## config.mk

```make
export PLATFORM = sky130hd
export DESIGN_NAME = sexpr_tokenizer_core
export DESIGN_NICKNAME = d
export VERILOG_FILES = /design/src/hdl/sxtok_pkg.sv /design/src/hdl/sxtok_step.sv /design/src/hdl/sexpr_tokenizer_core.sv
export SDC_FILE = /design/constraint.sdc
export NUM_CORES = 1
export LEC_CHECK = 0
export BUFFER_PORTS_ARGS = -buffer_cell sky130_fd_sc_hd__buf_2
export CAP_MARGIN = 40
export CORE_AREA = 2 2 100 150
export CTS_BUF_LIST = sky130_fd_sc_hd__clkbuf_2 sky130_fd_sc_hd__clkbuf_4 sky130_fd_sc_hd__clkbuf_8
export CTS_CLUSTER_SIZE = 14
export DETAILED_ROUTE_END_ITERATION = 6
export DIE_AREA = 0 0 102 152
export PLACE_DENSITY = 0.7
export SYNTH_ARGS = -nofsm -noshare
export SYNTH_HDL_FRONTEND = slang
export SYNTH_SLANG_ARGS = --single-unit
```

## constraint.sdc

```tcl
create_clock -name clock -period 4.7 [get_ports clock]
set_input_delay 0 -clock clock [delete_from_list [all_inputs] [get_ports clock]]
set_output_delay 0 -clock clock [all_outputs]
set_load 0.05 [all_outputs]
```

## src/hdl/sxtok_pkg.sv

```systemverilog
// Shared types and codes for the s-expression tokenizer.
// Holds token and parse state layouts used by the step logic and the top level.
// No dependencies.
`default_nettype none

package sxtok_pkg;

   localparam logic [7:0] CHAR_LPAREN = 8'h28;
   localparam logic [7:0] CHAR_RPAREN = 8'h29;
   localparam logic [7:0] CHAR_DQUOTE = 8'h22;
   localparam logic [7:0] CHAR_SQUOTE = 8'h27;
   localparam logic [7:0] CHAR_BANG   = 8'h21;
   localparam logic [7:0] CHAR_SPACE  = 8'h20;
   localparam logic [7:0] CHAR_TAB    = 8'h09;
   localparam logic [7:0] CHAR_LF     = 8'h0a;
   localparam logic [7:0] CHAR_CR     = 8'h0d;

   localparam int unsigned ATOM_LEN_W = 13;
   localparam int unsigned MAX_TOKENS = 3;

   typedef enum logic [2:0] {
      TOK_OPEN,
      TOK_CLOSE,
      TOK_BYTE,
      TOK_END,
      TOK_DONE,
      TOK_ERROR
   } tok_kind_type;

   typedef enum logic [1:0] {
      ATOM_BASIC,
      ATOM_DQ,
      ATOM_SQ
   } atom_kind_type;

   typedef enum logic [2:0] {
      ERR_NONE,
      ERR_UNMATCHED,
      ERR_OVERFLOW,
      ERR_TRUNC,
      ERR_OUTSIDE
   } err_type;

   typedef enum logic [2:0] {
      MODE_IDLE,
      MODE_BASIC,
      MODE_DQ,
      MODE_SQ_WAIT,
      MODE_SQ_LIST
   } mode_type;

   typedef struct packed {
      tok_kind_type  kind;
      logic [7:0]    ch;
      atom_kind_type akind;
      logic [7:0]    depth;
      err_type       err;
   } token_type;

   typedef struct packed {
      mode_type                mode;
      logic [7:0]              depth;
      logic [7:0]              qdepth;
      logic [ATOM_LEN_W-1:0]   count;
      logic                    trunc;
   } state_type;

   typedef token_type [MAX_TOKENS-1:0] token_list_type;

endpackage

`default_nettype wire

```

## src/hdl/sxtok_step.sv

```systemverilog
// Next-state and token logic for one character of the s-expression tokenizer.
// Purely combinational; depends on sxtok_pkg.
`default_nettype none

module sxtok_step (
   input  wire sxtok_pkg::state_type                     state_i,
   input  wire [7:0]                                     char_i,
   input  wire [sxtok_pkg::ATOM_LEN_W-1:0]               limit_i,
   input  wire [7:0]                                     depth_cap_i,
   output sxtok_pkg::state_type                          state_o,
   output sxtok_pkg::token_list_type                     tokens_o,
   output logic [1:0]                                    count_o
);

   typedef struct packed {
      sxtok_pkg::state_type      st;
      sxtok_pkg::token_list_type tok;
      logic [1:0]                n;
   } work_type;

   function automatic logic is_atom(input logic [7:0] c);
      return (c >= 8'h61 && c <= 8'h7a) || (c >= 8'h41 && c <= 8'h5a) ||
             (c >= 8'h30 && c <= 8'h39) || c == sxtok_pkg::CHAR_BANG;
   endfunction

   function automatic work_type f_emit(input work_type w,
                                       input sxtok_pkg::tok_kind_type kind,
                                       input logic [7:0] ch,
                                       input sxtok_pkg::atom_kind_type ak,
                                       input sxtok_pkg::err_type err);
      work_type r;
      r = w;
      if (w.n != 2'(sxtok_pkg::MAX_TOKENS)) begin
         r.tok[w.n].kind  = kind;
         r.tok[w.n].ch    = ch;
         r.tok[w.n].akind = ak;
         r.tok[w.n].depth = w.st.depth;
         r.tok[w.n].err   = err;
         r.n = w.n + 2'd1;
      end
      return r;
   endfunction

   function automatic work_type f_add_byte(input work_type w, input logic [7:0] c,
                                           input logic [sxtok_pkg::ATOM_LEN_W-1:0] lim);
      work_type r;
      r = w;
      if (w.st.count < lim) begin
         r = f_emit(r, sxtok_pkg::TOK_BYTE, c, sxtok_pkg::ATOM_BASIC, sxtok_pkg::ERR_NONE);
         r.st.count = w.st.count + 13'd1;
      end else begin
         r.st.trunc = 1'b1;
      end
      return r;
   endfunction

   function automatic work_type f_begin(input work_type w, input sxtok_pkg::mode_type m);
      work_type r;
      r = w;
      r.st.mode  = m;
      r.st.count = '0;
      r.st.trunc = 1'b0;
      return r;
   endfunction

   function automatic work_type f_end_atom(input work_type w,
                                           input sxtok_pkg::atom_kind_type ak);
      work_type r;
      r = f_emit(w, sxtok_pkg::TOK_END, 8'h00, ak,
                 w.st.trunc ? sxtok_pkg::ERR_TRUNC : sxtok_pkg::ERR_NONE);
      if (w.st.depth == 8'd0) begin
         r = f_emit(r, sxtok_pkg::TOK_ERROR, 8'h00, sxtok_pkg::ATOM_BASIC,
                    sxtok_pkg::ERR_OUTSIDE);
      end
      r.st.mode  = sxtok_pkg::MODE_IDLE;
      r.st.count = '0;
      r.st.trunc = 1'b0;
      return r;
   endfunction

   function automatic work_type f_idle(input work_type w, input logic [7:0] c,
                                       input logic [7:0] cap,
                                       input logic [sxtok_pkg::ATOM_LEN_W-1:0] lim);
      work_type r;
      r = w;
      r.st.mode = sxtok_pkg::MODE_IDLE;
      if (c == sxtok_pkg::CHAR_LPAREN) begin
         if (w.st.depth >= cap) begin
            r = f_emit(r, sxtok_pkg::TOK_ERROR, 8'h00, sxtok_pkg::ATOM_BASIC,
                       sxtok_pkg::ERR_OVERFLOW);
         end else begin
            r.st.depth = w.st.depth + 8'd1;
            r = f_emit(r, sxtok_pkg::TOK_OPEN, 8'h00, sxtok_pkg::ATOM_BASIC,
                       sxtok_pkg::ERR_NONE);
         end
      end else if (c == sxtok_pkg::CHAR_RPAREN) begin
         if (w.st.depth == 8'd0) begin
            r = f_emit(r, sxtok_pkg::TOK_ERROR, 8'h00, sxtok_pkg::ATOM_BASIC,
                       sxtok_pkg::ERR_UNMATCHED);
         end else begin
            r.st.depth = w.st.depth - 8'd1;
            r = f_emit(r, sxtok_pkg::TOK_CLOSE, 8'h00, sxtok_pkg::ATOM_BASIC,
                       sxtok_pkg::ERR_NONE);
            if (r.st.depth == 8'd0) begin
               r = f_emit(r, sxtok_pkg::TOK_DONE, 8'h00, sxtok_pkg::ATOM_BASIC,
                          sxtok_pkg::ERR_NONE);
            end
         end
      end else if (c == sxtok_pkg::CHAR_DQUOTE) begin
         r = f_begin(r, sxtok_pkg::MODE_DQ);
      end else if (c == sxtok_pkg::CHAR_SQUOTE) begin
         r.st.mode = sxtok_pkg::MODE_SQ_WAIT;
      end else if (is_atom(c)) begin
         r = f_begin(r, sxtok_pkg::MODE_BASIC);
         r = f_add_byte(r, c, lim);
      end
      return r;
   endfunction

   function automatic work_type f_list(input work_type w, input logic [7:0] c,
                                       input logic [sxtok_pkg::ATOM_LEN_W-1:0] lim);
      work_type r;
      r = w;
      if (c == sxtok_pkg::CHAR_LPAREN) begin
         if (w.st.qdepth != 8'hff) r.st.qdepth = w.st.qdepth + 8'd1;
      end else if (c == sxtok_pkg::CHAR_RPAREN) begin
         if (w.st.qdepth != 8'h00) r.st.qdepth = w.st.qdepth - 8'd1;
      end
      r = f_add_byte(r, c, lim);
      if (c == sxtok_pkg::CHAR_RPAREN && r.st.qdepth == 8'd0) begin
         r = f_end_atom(r, sxtok_pkg::ATOM_SQ);
      end
      return r;
   endfunction

   always_comb begin
      work_type w;
      w.st  = state_i;
      w.tok = '0;
      w.n   = 2'd0;
      case (state_i.mode)
         sxtok_pkg::MODE_BASIC: begin
            if (is_atom(char_i)) begin
               w = f_add_byte(w, char_i, limit_i);
            end else begin
               w = f_end_atom(w, sxtok_pkg::ATOM_BASIC);
               w = f_idle(w, char_i, depth_cap_i, limit_i);
            end
         end
         sxtok_pkg::MODE_DQ: begin
            if (char_i == sxtok_pkg::CHAR_DQUOTE) begin
               w = f_end_atom(w, sxtok_pkg::ATOM_DQ);
            end else begin
               w = f_add_byte(w, char_i, limit_i);
            end
         end
         sxtok_pkg::MODE_SQ_WAIT: begin
            if (char_i == sxtok_pkg::CHAR_DQUOTE) begin
               w = f_begin(w, sxtok_pkg::MODE_DQ);
            end else if (char_i == sxtok_pkg::CHAR_LPAREN) begin
               w = f_begin(w, sxtok_pkg::MODE_SQ_LIST);
               w.st.qdepth = 8'd0;
               w = f_list(w, char_i, limit_i);
            end else if (is_atom(char_i)) begin
               w = f_begin(w, sxtok_pkg::MODE_BASIC);
               w = f_add_byte(w, char_i, limit_i);
            end else begin
               w = f_begin(w, sxtok_pkg::MODE_BASIC);
               w = f_end_atom(w, sxtok_pkg::ATOM_BASIC);
               w = f_idle(w, char_i, depth_cap_i, limit_i);
            end
         end
         sxtok_pkg::MODE_SQ_LIST: begin
            w = f_list(w, char_i, limit_i);
         end
         default: begin
            w = f_idle(w, char_i, depth_cap_i, limit_i);
         end
      endcase
      state_o  = w.st;
      tokens_o = w.tok;
      count_o  = w.n;
   end

endmodule

`default_nettype wire

```

## src/hdl/sexpr_tokenizer_core.sv

```systemverilog
// Top level of the s-expression tokenizer: parse state, token buffer, handshakes.
// Depends on sxtok_pkg and sxtok_step.
//
// Takes one character per req transaction and emits its tokens (none to three) on the
// rsp channel, one per cycle while rsp_tready is high, with rsp_tlast on the final token
// of each character. The parse step for a character is done in the cycle it is accepted,
// and its tokens land in a three-entry buffer. A new character is taken whenever the buffer
// is empty or its final token is being taken, so characters that give at most one token
// flow at one per cycle while rsp_tready is high; a character that gives more than one
// token holds the input until its final token is taken, as the output port carries a
// single token at a time. csr_wdata sets the atom length limit, clamped to 1..MAX_ATOM.
`default_nettype none

module sexpr_tokenizer_core #(
   parameter int MAX_DEPTH = 255,
   parameter int MAX_ATOM  = 4096
) (
   input  wire         clock,
   input  wire         reset,
   input  wire         csr_we,
   input  wire [12:0]  csr_wdata,
   input  wire         req_tvalid,
   output logic        req_tready,
   input  wire [7:0]   req_tdata,   // char_in[7:0]
   output logic        rsp_tvalid,
   input  wire         rsp_tready,
   output logic [23:0] rsp_tdata,   // char_value[7:0], atom_kind[9:8], list_depth[17:10],
                                    // error_code[20:18], zero[23:21]
   output logic [2:0]  rsp_tuser,   // token_kind[2:0]
   output logic        rsp_tlast
);

   localparam logic [7:0] DEPTH_CAP = (MAX_DEPTH < 255) ? 8'(MAX_DEPTH) : 8'd255;
   localparam int RESET_LIMIT = (256 > MAX_ATOM) ? MAX_ATOM : 256;

   sxtok_pkg::state_type                  state_ff, state_in;
   sxtok_pkg::token_list_type             tok_ff, tok_in;
   logic [1:0]                            cnt_ff, cnt_in;
   logic [1:0]                            idx_ff, idx_in;
   logic [sxtok_pkg::ATOM_LEN_W-1:0]      limit_ff, limit_in;

   sxtok_pkg::state_type                  step_state;
   sxtok_pkg::token_list_type             step_tok;
   logic [1:0]                            step_cnt;
   sxtok_pkg::token_type                  cur_tok;
   logic                                  req_fire, rsp_fire, at_last;

   sxtok_step u_step (
      .state_i     (state_ff),
      .char_i      (req_tdata),
      .limit_i     (limit_ff),
      .depth_cap_i (DEPTH_CAP),
      .state_o     (step_state),
      .tokens_o    (step_tok),
      .count_o     (step_cnt)
   );

   assign rsp_tvalid = idx_ff < cnt_ff;
   assign at_last    = (idx_ff + 2'd1) == cnt_ff;
   assign req_tready = !rsp_tvalid || (rsp_tready && at_last);
   assign req_fire   = req_tvalid && req_tready;
   assign rsp_fire   = rsp_tvalid && rsp_tready;

   assign cur_tok   = tok_ff[idx_ff];
   assign rsp_tdata = {3'b000, cur_tok.err, cur_tok.depth, cur_tok.akind, cur_tok.ch};
   assign rsp_tuser = cur_tok.kind;
   assign rsp_tlast = at_last;

   always_comb begin
      state_in = state_ff;
      tok_in   = tok_ff;
      cnt_in   = cnt_ff;
      idx_in   = idx_ff;
      limit_in = limit_ff;
      if (csr_we) begin
         if (csr_wdata == 13'd0) begin
            limit_in = 13'd1;
         end else if (32'(csr_wdata) > MAX_ATOM) begin
            limit_in = 13'(MAX_ATOM);
         end else begin
            limit_in = csr_wdata;
         end
      end
      if (rsp_fire) begin
         if (at_last) begin
            cnt_in = 2'd0;
            idx_in = 2'd0;
         end else begin
            idx_in = idx_ff + 2'd1;
         end
      end
      if (req_fire) begin
         state_in = step_state;
         tok_in   = step_tok;
         cnt_in   = step_cnt;
         idx_in   = 2'd0;
      end
   end

   always_ff @(posedge clock) begin
      tok_ff <= tok_in;
      if (reset) begin
         state_ff.mode   <= sxtok_pkg::MODE_IDLE;
         state_ff.depth  <= '0;
         state_ff.qdepth <= '0;
         state_ff.count  <= '0;
         state_ff.trunc  <= 1'b0;
         cnt_ff          <= 2'd0;
         idx_ff          <= 2'd0;
         limit_ff        <= 13'(RESET_LIMIT);
      end else begin
         state_ff <= state_in;
         cnt_ff   <= cnt_in;
         idx_ff   <= idx_in;
         limit_ff <= limit_in;
      end
   end

   a_idx_bound: assert property (@(posedge clock) disable iff (reset)
      cnt_ff != 2'd0 |-> idx_ff < cnt_ff)
      else $error("token buffer index past fill");

   a_depth_cap: assert property (@(posedge clock) disable iff (reset)
      state_ff.depth <= DEPTH_CAP)
      else $error("list depth above cap");

   a_burst_holds: assert property (@(posedge clock) disable iff (reset)
      rsp_tvalid && rsp_tready && !rsp_tlast |=> rsp_tvalid)
      else $error("tokens of one character dropped");

   a_no_accept_pending: assert property (@(posedge clock) disable iff (reset)
      req_tvalid && req_tready |-> !rsp_tvalid || (rsp_tready && rsp_tlast))
      else $error("character accepted over pending tokens");

   a_limit_range: assert property (@(posedge clock) disable iff (reset)
      limit_ff != '0 && 32'(limit_ff) <= MAX_ATOM)
      else $error("atom limit out of range");

endmodule

`default_nettype wire
```

==> results of run 1 <==
-- logic make-up after synthesis --
group	Yosys count	synth area share [%]
adder cells (fa/ha/maj)	30	5.384
multiplexers	17	2.441
flip-flops	100	35.89
AO/OA/AOI/OAI	254	23.35
AND/OR/NAND/NOR	339	25.13
buffers and inverters	99	5.617
XOR/XNOR	17	2.136
other	1	0.05379
-- cells in the mapped netlist (6+ instances only) --
cell type | number | area [sq um]
nor2_1 | 89 | 334.1
nand2_1 | 82 | 307.8
o21ai_0 | 72 | 360.4
a21oi_1 | 64 | 320.3
clkbuf_1 | 53 | 198.9
dfxtp_1 | 50 | 1001
edfxtp_1 | 50 | 1501
inv_1 | 36 | 135.1
ha_1 | 30 | 375.4
nand3_1 | 29 | 145.1
nor3_1 | 21 | 105.1
mux2i_1 | 17 | 170.2
nand4_1 | 15 | 93.84
nor2b_1 | 15 | 93.84
a22oi_1 | 14 | 105.1
and2_1 | 14 | 87.58
a211oi_1 | 11 | 82.58
a31oi_1 | 10 | 62.56
nor4_1 | 10 | 62.56
a21o_1 | 9 | 67.56
and3_1 | 9 | 56.30
or3_1 | 9 | 56.30
xor2_1 | 9 | 78.83
and4_1 | 8 | 70.07
or4_1 | 8 | 60.06
xnor2_1 | 8 | 70.07
o211ai_1 | 7 | 52.55
a221oi_1 | 6 | 52.55
o22ai_1 | 6 | 37.54
-- sequential cells by signal, summed over array words and instances, names as in the netlist --
name      cells
cnt_ff        2
idx_ff        2
limit_ff     13
tok_ff       50
state_ff     33
-- worst max-delay path by stage --
stage | slack (ns) | endpoint | startpoint | cells past startpoint
2_1_floorplan | 0.32 | state_ff[24] | idx_ff[0] | 10
3_3_place_gp | 1.08 | state_ff[31] | req_tdata[6] | 10
3_5_place_dp | 1.01 | state_ff[31] | req_tdata[6] | 10
4_1_cts | 0.86 | state_ff[31] | req_tdata[6] | 11
5_1_grt | 0.34 | state_ff[31] | req_tdata[7] | 11
6_report | 0.76 | state_ff[31] | req_tdata[7] | 11
-- stage by stage --
stage | cells | power (mW) | worst slack, ns
finish | 1105 | 1.958 | 0.7601
global route | 1105 | 2.037 | 0.3354
CTS | 1105 | 1.961 | 0.8608
detailed placement | 1066 | 1.420 | 1.010
global placement | 1065 | 1.416 | 1.077
floorplan | 865 | 1.310 | 0.3224
-- final cells by class --
type,count,area [sq um],area share [%]
multi-input combinational,666,4108,52.82
sequential,100,2502,32.18
timing repair buffer,90,603.1,7.755
tap,196,245.2,3.154
inverter,37,138.9,1.786
clock buffer,10,131.4,1.689
clock inverter,6,47.55,0.6114
-- what timing repair did --
action                     CTS  global route
gates resized for setup      0             0
hold buffers                23             0
hold endpoints to repair    20             0
setup endpoints to repair    0             0
-- report_power, final --
group	internal [mW]	total [mW]	switching [mW]
Clock	0.206	0.536	0.330
Combinational	0.124	0.433	0.309
Sequential	0.967	0.989	0.0216
-- per-layer routing --
layer  GRT usage, %  share of wire [%]  wire [um]
met5              0                  0          0
met4          16.00                6.0       1236
met3          5.704                6.8       1412
met2          47.02                 51      10470
met1          29.89                 37       7570
-- worst max-delay path: stages --
cell and delay [ns]:
dlygate4sd3_1 0.57, buf_2 0.15, nor4b_1 0.74, nand3_1 0.68, o21ai_0 0.46, o311a_1 0.25, nand4_1 0.11, o21ai_1 0.44
nand2_1 0.16, or4b_2 0.62, o21ai_0 0.09
==> reports/results.ini, run 1 <==
[logic_synthesis]
synthDistinctLibCells=75
proportion_of_register_bits_with_asynchronous_set_or_reset_after_synthesis_pct=0
yosysWarningCount=0
avgSynthCellArea_sq_um=8.135
synth_seq_area_share_pct=35.89
cell_count_after_synthesis=857
synth_top_flop_cell=edfxtp_1
post_synth_instance_area_sq_mm=0.006972
synth-edff-count=50
synth_seq_cells=100

[worst_setup_path]
r2r_cells=11
crit_arrival_ns=4.26
regToRegStartpoint=state_ff[15]
worst-path-max-fanout=16
start_kind=primary input
worstSetupEndpointType=flip-flop
crit_required_ns=5.02
critical_path_class=primary input to flip-flop
r2r-end=state_ff[31]
regToRegSetupSlack_ns=1.08

[placement]
portBuffers=52
placedInstanceArea_sq_mm=0.007367
dpl.hpwl_mm=14.54
place_congestion=0.9758

[detailed_routing]
dr.pass1.iters=5
remaining_drc_errors=0
ant_nets=0
routedWlPerCell_um=18.72
num_vias=6876
wirelength_mm=20.69
avgViaCountPerCell=6.223
drt_iter0_drc=510

[hold_path]
timing.hold.worst_endpoint=tok_ff[16]
whs_path_depth=2
hp-start=req_tdata[3]
hold_path_class=primary input to flip-flop

[layout]
most-common-layout-cells=nor2_1, nand2_1, o21ai_0
finish.utilization_pct=54.29
fraction_of_layout_cells_with_a_size_suffix_above_1_pct=11.11
synthToLayoutAreaGrowth_pct=11.54
fillerInstances=1404
post-route-cell-area_sq_mm=0.007776
num_antenna_cells=0
design.final.nets=960
mostFrequentLayoutCell=nor2_1

[sta]
highest_clock_frequency_the_design_can_meet_mhz=253.8
timing.max_slew.rel_slack_pct=41.21
hold_viol_final=0
final.setup_skew_ns=0.01088
rsz_0062_raised_after_global_routing=false
worst-slew-pin-transition_ns=0.8781
finalWorstPathRequiredPeriod_ns=3.940
timing.final.setup_violations=0
timing.final.crit_share_pct=83.83
final.hold.worst_slack_ns=0.04976
fin_tns_setup_ns=0
timing.final.max_slew_violations=0

[floorplanning]
floorplan.rows=54
die_width_um=102
start_util_pct=48.67
design.die.area_sq_mm=0.01550
core_sq_mm=0.01432
fp.dieH_um=152
num_io_pins=56

[grt]
grt_max_degree=43
antenna_found_initial=0
grt_first_pass_wirelength_mm=33.44
grt_overflow=0
grt_pass1_vias=6607
grtUsageTotal_pct=27.20

[power]
p_leak_nw=2.926
ir_worst_vdd_v=0.0001437
power_density_mw_per_mm2=251.8

[clock_tree]
tritoncts=yes
total_setup_buffers_inserted_after_cts=0
clkSinkCount=100
cts_buffer_depth=2
clk_latency_ns=0.39
tritoncts_buffers=9
clock_tree.htree_level_count=3
path_clk_slew_ns=0.10
clock_tree_root=clkbuf_8

[run_status]
status=complete, no violations

[job]
cap_viol_max_count=0

Power figures use the tool's default switching activity.
==> run 2: changes to the inputs <==
- clock period: 4.7 -> 3.3 ns (I/O delays scaled with it)
==> run 2 against run 1 <==
Total power is 49% higher; design area rose by 6.3%; sequential share of layout area down 1.9 points; routed wire length increased by 3.2%; clock power up 57%; critical path type is now flip-flop to flip-flop; critical endpoint is now tok_ff[6]; largest cell class unchanged; largest power group unchanged; highest routed layer unchanged.
==> reports/results.ini, run 2 (same netlist as run 1, synthesis figures left out) <==
[sta]
finalWorstPathRequiredPeriod_ns=3.153
timing.final.setup_violations=0  ; unchanged
timing.final.crit_share_pct=95.56
timing.final.max_slew_violations=0  ; unchanged
hold_viol_final=0  ; unchanged
worst-slew-pin-transition_ns=0.9143  ; +0.03622 ns
final.setup_skew_ns=0.01370  ; +0.002827 ns
highest_clock_frequency_the_design_can_meet_mhz=317.1
timing.max_slew.rel_slack_pct=38.78  ; -2.4 points

[worst_setup_path]
crit_required_ns=3.44  ; -1.58 ns
regToRegSetupSlack_ns=0.15  ; -0.93 ns
crit_arrival_ns=3.29  ; -0.97 ns
worst-path-max-fanout=11  ; -5
r2r-end=tok_ff[6]
worstSetupEndpointType=flip-flop
critical_path_class=flip-flop to flip-flop
start_kind=flip-flop
regToRegStartpoint=state_ff[15]
r2r_cells=12  ; +1

[hold_path]
hp-start=req_tdata[4]
hold_path_class=primary input to flip-flop
whs_path_depth=2  ; unchanged
timing.hold.worst_endpoint=tok_ff[17]

[detailed_routing]
metal3_wl_mm=1.307  ; -7.4%
routedWlPerCell_um=18.38  ; -1.8%
ant_nets=0  ; unchanged
dr_wl_met2_mm=10.91  ; +4.3%
wirelength_mm=21.34  ; +3.2%
wl_met1_mm=7.660  ; +1.2%
remaining_drc_errors=0  ; unchanged
drt_iter0_drc=470  ; -7.8%
avgViaCountPerCell=6.179  ; -0.70%
num_vias=7174  ; +4.3%
dr.max_layer_used=met4
dr.pass1.iters=5  ; unchanged

[layout]
most-common-layout-cells=nor2_1, nand2_1, buf_4
num_antenna_cells=0  ; unchanged
largest_register_ff_count=50  ; unchanged
design.final.nets=1016  ; +5.8%
synthToLayoutAreaGrowth_pct=18.61
finish.utilization_pct=57.73  ; +3.4 points
multi_input_area_sq_mm=0.004159  ; +1.2%
storage_element_area_sq_mm=0.002505  ; about the same
fillerInstances=1358  ; -3.3%
mostFrequentLayoutCell=nor2_1
regMostFlops=tok_ff
fraction_of_layout_cells_with_a_size_suffix_above_1_pct=17.31  ; +6.2 points
reg_top3=tok_ff x50, state_ff x33, limit_ff x13

[grt]
grtUsageTotal_pct=28.05  ; +0.85 points
grt_max_degree=43  ; unchanged
grt_pass1_vias=7069  ; +7.0%
grt_overflow=0  ; unchanged
antenna_found_initial=0  ; unchanged
grt_first_pass_wirelength_mm=34.58  ; +3.4%

[clock_tree]
clock_tree.htree_level_count=3  ; unchanged
clk_latency_ns=0.39  ; about the same
tritoncts_buffers=9  ; unchanged
cts_buffer_depth=2  ; unchanged
clkSinkCount=100  ; unchanged
tritoncts=yes
path_clk_slew_ns=0.10  ; about the same
clock_tree_root=clkbuf_8

[power]
total_chip_power_mw=2.917  ; +49%
ir_worst_vdd_v=0.0002124  ; +48%
power_density_mw_per_mm2=352.7  ; +40%
p_leak_nw=3.218  ; +10%

[placement]
place_congestion=1.005  ; +3.0%
dpl.hpwl_mm=15.61  ; +7.4%
portBuffers=52  ; unchanged

[floorplanning]
start_util_pct=48.67  ; unchanged
die_width_um=102  ; unchanged
design.die.area_sq_mm=0.01550  ; unchanged
num_io_pins=56  ; unchanged
fp.dieH_um=152  ; unchanged
core_sq_mm=0.01432  ; unchanged
floorplan.rows=54  ; unchanged

[run_status]
status=complete, no violations

[job]
cap_viol_max_count=0  ; unchanged

-- run 2: cell count changes in the layout (fill, tap and decap cells not counted), sizes merged --
cell | previous run | this run
buf | 67 | 125
bufinv | 0 | 1
dlygate4sd3 | 23 | 21
inv | 40 | 39
-- run 2: layout make-up --
type	count	share of cell area, %
inverter	37	1.680
clock inverter	6	0.8625
clock buffer	10	1.589
multi-input combinational	666	50.30
tap	196	2.966
sequential	100	30.29
timing repair buffer	146	12.32
-- run 2: worst max-delay path by stage --
stage / startpoint / endpoint / slack, ns / cells after the start
floorplan: idx_ff[0] / state_ff[13] / 0.02 / 11
global placement: req_tdata[7] / tok_ff[6] / 0.1 / 9
detailed placement: req_tdata[6] / tok_ff[6] / 0.009 / 9
CTS: state_ff[19] / tok_ff[29] / 0.07 / 9
global route: state_ff[19] / tok_ff[52] / -0.02 / 10
finish: state_ff[15] / tok_ff[6] / 0.15 / 12
-- run 2: metal layers --
| layer | GRT usage [%] | vias up |
|---|---|---|
| met5 | 0 | - |
| met3 | 4.508 | 125 |
| met2 | 48.78 | 322 |
| met1 | 30.61 | 3358 |
| met4 | 18.29 | 0 |
| li1 | - | 3369 |
-- run 2: worst max-delay path, cell delays in order (launching register included) --
cell and delay (ns):
dfxtp_2 0.38, inv_1 0.11, ha_1 0.17, buf_4 0.15, nor4bb_1 0.27, buf_4 0.19, nand3_1 0.07, a211oi_1 0.29
a211oi_2 0.07, nand4_1 0.24, nor3_4 0.08, or4_4 0.61, a22o_1 0.27
-- run 2: report_power, final --
group          internal [mW]  switching [mW]  total (mW)
clock                  0.369           0.473       0.842
combinational          0.209           0.462       0.671
sequential              1.38          0.0261        1.40
-- run 2: per-stage QoR --
stage | std cells | TNS, ns | hold slack (ns) | instance area (sq um) | worst slack, ns
after global routing | 1161 | -0.02423 | 0.02531 | 8269 | -0.02402
after floorplan | 865 | 0 | 0.1345 | 7032 | 0.01712
after global placement | 1119 | 0 | 0.2431 | 7785 | 0.09914
after CTS | 1157 | 0 | 0.007978 | 8205 | 0.06941
after detailed placement | 1120 | 0 | 0.2465 | 7792 | 0.008899
final | 1161 | 0 | 0.01302 | 8269 | 0.1465
-- run 2: repair_timing --
| action | in CTS | in global routing |
|---|---|---|
| setup endpoints to repair | 0 | 13 |
| buffers inserted | 0 | 4 |
| hold buffers | 21 | 0 |
| gates resized for setup | 0 | 7 |
| hold endpoints to repair | 19 | 0 |
==> run 3: changes to the inputs <==
- CORE_AREA: 2 2 100 150 -> 2 2 140 108
- DIE_AREA: 0 0 102 152 -> 0 0 142 110
==> run 3 against run 2 <==
First-iteration DRC count up 78%; non-clock buffer count down 17; clock skew down 0.0029 ns; sequential cell count unchanged; maximum frequency down 3.2%; clock power down 13%; critical path depth down 2; global-route usage down 2.8 points.
==> reports/results.ini, run 3 (same netlist as run 1, synthesis figures left out) <==
[clock_tree]
tritoncts=yes
clk_latency_ns=0.38  ; about the same
clock_tree_root=clkbuf_8
clock_tree.htree_level_count=3  ; unchanged
clkSinkCount=100  ; unchanged
tritoncts_buffers=9  ; unchanged
path_clk_slew_ns=0.10  ; about the same
cts_buffer_depth=2  ; unchanged

[detailed_routing]
ant_nets=0  ; unchanged
routedWlPerCell_um=17.17  ; -6.6%
num_vias=6852  ; -4.5%
remaining_drc_errors=0  ; unchanged
dr.pass1.iters=6  ; +1
wirelength_mm=19.37  ; -9.3%
avgViaCountPerCell=6.074  ; -1.7%
drt_iter0_drc=838  ; +78%

[layout]
most-common-layout-cells=nor2_1, nand2_1, o21ai_0
regMostFlops=tok_ff
fraction_of_layout_cells_with_a_size_suffix_above_1_pct=16.03  ; -1.3 points
reg_top3=tok_ff x50, state_ff x33, limit_ff x13
final_cells=1128  ; -2.8%
num_antenna_cells=0  ; unchanged
design.final.nets=999  ; -1.7%
largest_register_ff_count=50  ; unchanged
mostFrequentLayoutCell=nor2_1
post-route-cell-area_sq_mm=0.008088  ; -2.2%
synthToLayoutAreaGrowth_pct=16.01
fillerInstances=1298  ; -4.4%

[sta]
hold_viol_final=0  ; unchanged
timing.final.max_slew_violations=0  ; unchanged
finalWorstPathRequiredPeriod_ns=3.256  ; +0.1028 ns
final.setup_skew_ns=0.01084  ; -0.002864 ns
worst-slew-pin-transition_ns=0.8452  ; -0.06912 ns
highest_clock_frequency_the_design_can_meet_mhz=307.1  ; -3.2%
rsz_0062_raised_after_global_routing=false
timing.final.crit_share_pct=98.68  ; +3.1 points
timing.max_slew.rel_slack_pct=43.66  ; +4.9 points
fin_tns_setup_ns=0  ; unchanged
timing.final.setup_violations=0  ; unchanged

[grt]
grt_pass1_vias=6316  ; -11%
top_usage_layer=met2
grt_max_degree=49  ; +14%
globalRouteMet1Util_pct=35.07  ; +4.5 points
grt_overflow=0  ; unchanged
antenna_found_initial=0  ; unchanged
use_met2_pct=38.47  ; -10 points
grt_first_pass_wirelength_mm=31.69  ; -8.3%
grt_use_met3_pct=6.695  ; +2.2 points
grtUsageTotal_pct=25.29  ; -2.8 points

[placement]
place_congestion=0.9886  ; -1.6%
post-place-cells=1089  ; -2.8%
dpl.hpwl_mm=14.14  ; -9.5%
portBuffers=52  ; unchanged
placedInstanceArea_sq_mm=0.007660  ; -1.7%

[floorplanning]
fp.dieH_um=110  ; -28%
num_io_pins=56  ; unchanged
floorplan.rows=38  ; -30%
design.die.area_sq_mm=0.01562  ; +0.75%
die_width_um=142  ; +39%
start_util_pct=49.04  ; +0.37 points
core_sq_mm=0.01422  ; -0.75%

[run_status]
status=complete, no violations

[power]
ir_worst_vdd_v=0.0002428  ; +14%
p_leak_nw=3.114  ; -3.2%
power_density_mw_per_mm2=344.1  ; -2.4%

[hold_path]
hold_path_class=primary input to flip-flop
hp-start=csr_wdata[9]

[worst_setup_path]
worst-path-max-fanout=9  ; -2
critical_path_class=primary input to flip-flop
crit_arrival_ns=3.40  ; +0.11 ns
worstSetupEndpointType=flip-flop
timing.critical_path.from=req_tdata[2]
regToRegStartpoint=state_ff[14]
start_kind=primary input
crit_required_ns=3.44  ; about the same

[job]
cap_viol_max_count=0  ; unchanged

## run 3: repair_timing
item	in CTS	in global routing
setup endpoints to repair	0	17
hold buffers	19	0
buffers inserted	0	4
resized for setup	0	7
endpoints found under the hold margin	19	0
## run 3: worst max-delay path, cell delays in order
cell and delay, ns:
dlygate4sd3_1 0.56, buf_2 0.16, or3b_2 0.49, or3_1 0.36
or4b_4 0.54, a22o_1 0.28, nand2_4 0.11, nor3_4 0.04
or4_4 0.58, a22o_1 0.27
## run 3: final timing paths
path	slack, ns	to	cells after the start
min reg2reg	0.49	cnt_ff[1]	2
max	0.04	tok_ff[3]	10
max reg2reg	0.14	tok_ff[3]	9
min	0.01	limit_ff[9]	5
## run 3: cell type report
class / instances / area, sq um / share of cell area (%)
clock inverter: 6 / 46.29 / 0.5724
timing repair buffer: 129 / 885.9 / 10.95
inverter: 37 / 138.9 / 1.717
multi-input combinational: 666 / 4158 / 51.41
sequential: 100 / 2502 / 30.94
tap: 180 / 225.2 / 2.785
clock buffer: 10 / 131.4 / 1.624
## run 3: per-layer routing
layer  up-vias  part of all wire [%]
li1       3329                     -
met1      3123                    46
met2       348                    43
met3        52                   8.9
met4         0                   2.6
met5         -                     0
## run 3: through the flow
| step | util (%) | worst slack, ns | hold WS, ns | power (mW) |
|---|---|---|---|---|
| finish | 56.89 | 0.04372 | 0.01347 | 2.783 |
| floorplan | - | 0.01712 | 0.1345 | 1.872 |
| global route | 56.89 | 0.01750 | 0.03756 | 2.910 |
| global placement | 53.88 | 0.1613 | 0.2456 | 2.040 |
| detailed placement | 53.88 | 0.07877 | 0.2463 | 2.043 |
| CTS | 56.47 | 0.01714 | 0.005049 | 2.790 |
## run 3: where the power goes
group	switching, mW	internal (mW)	total [mW]
combinational	0.450	0.199	0.650
sequential	0.0238	1.38	1.40
clock	0.444	0.287	0.732
total	0.918	1.86	2.78
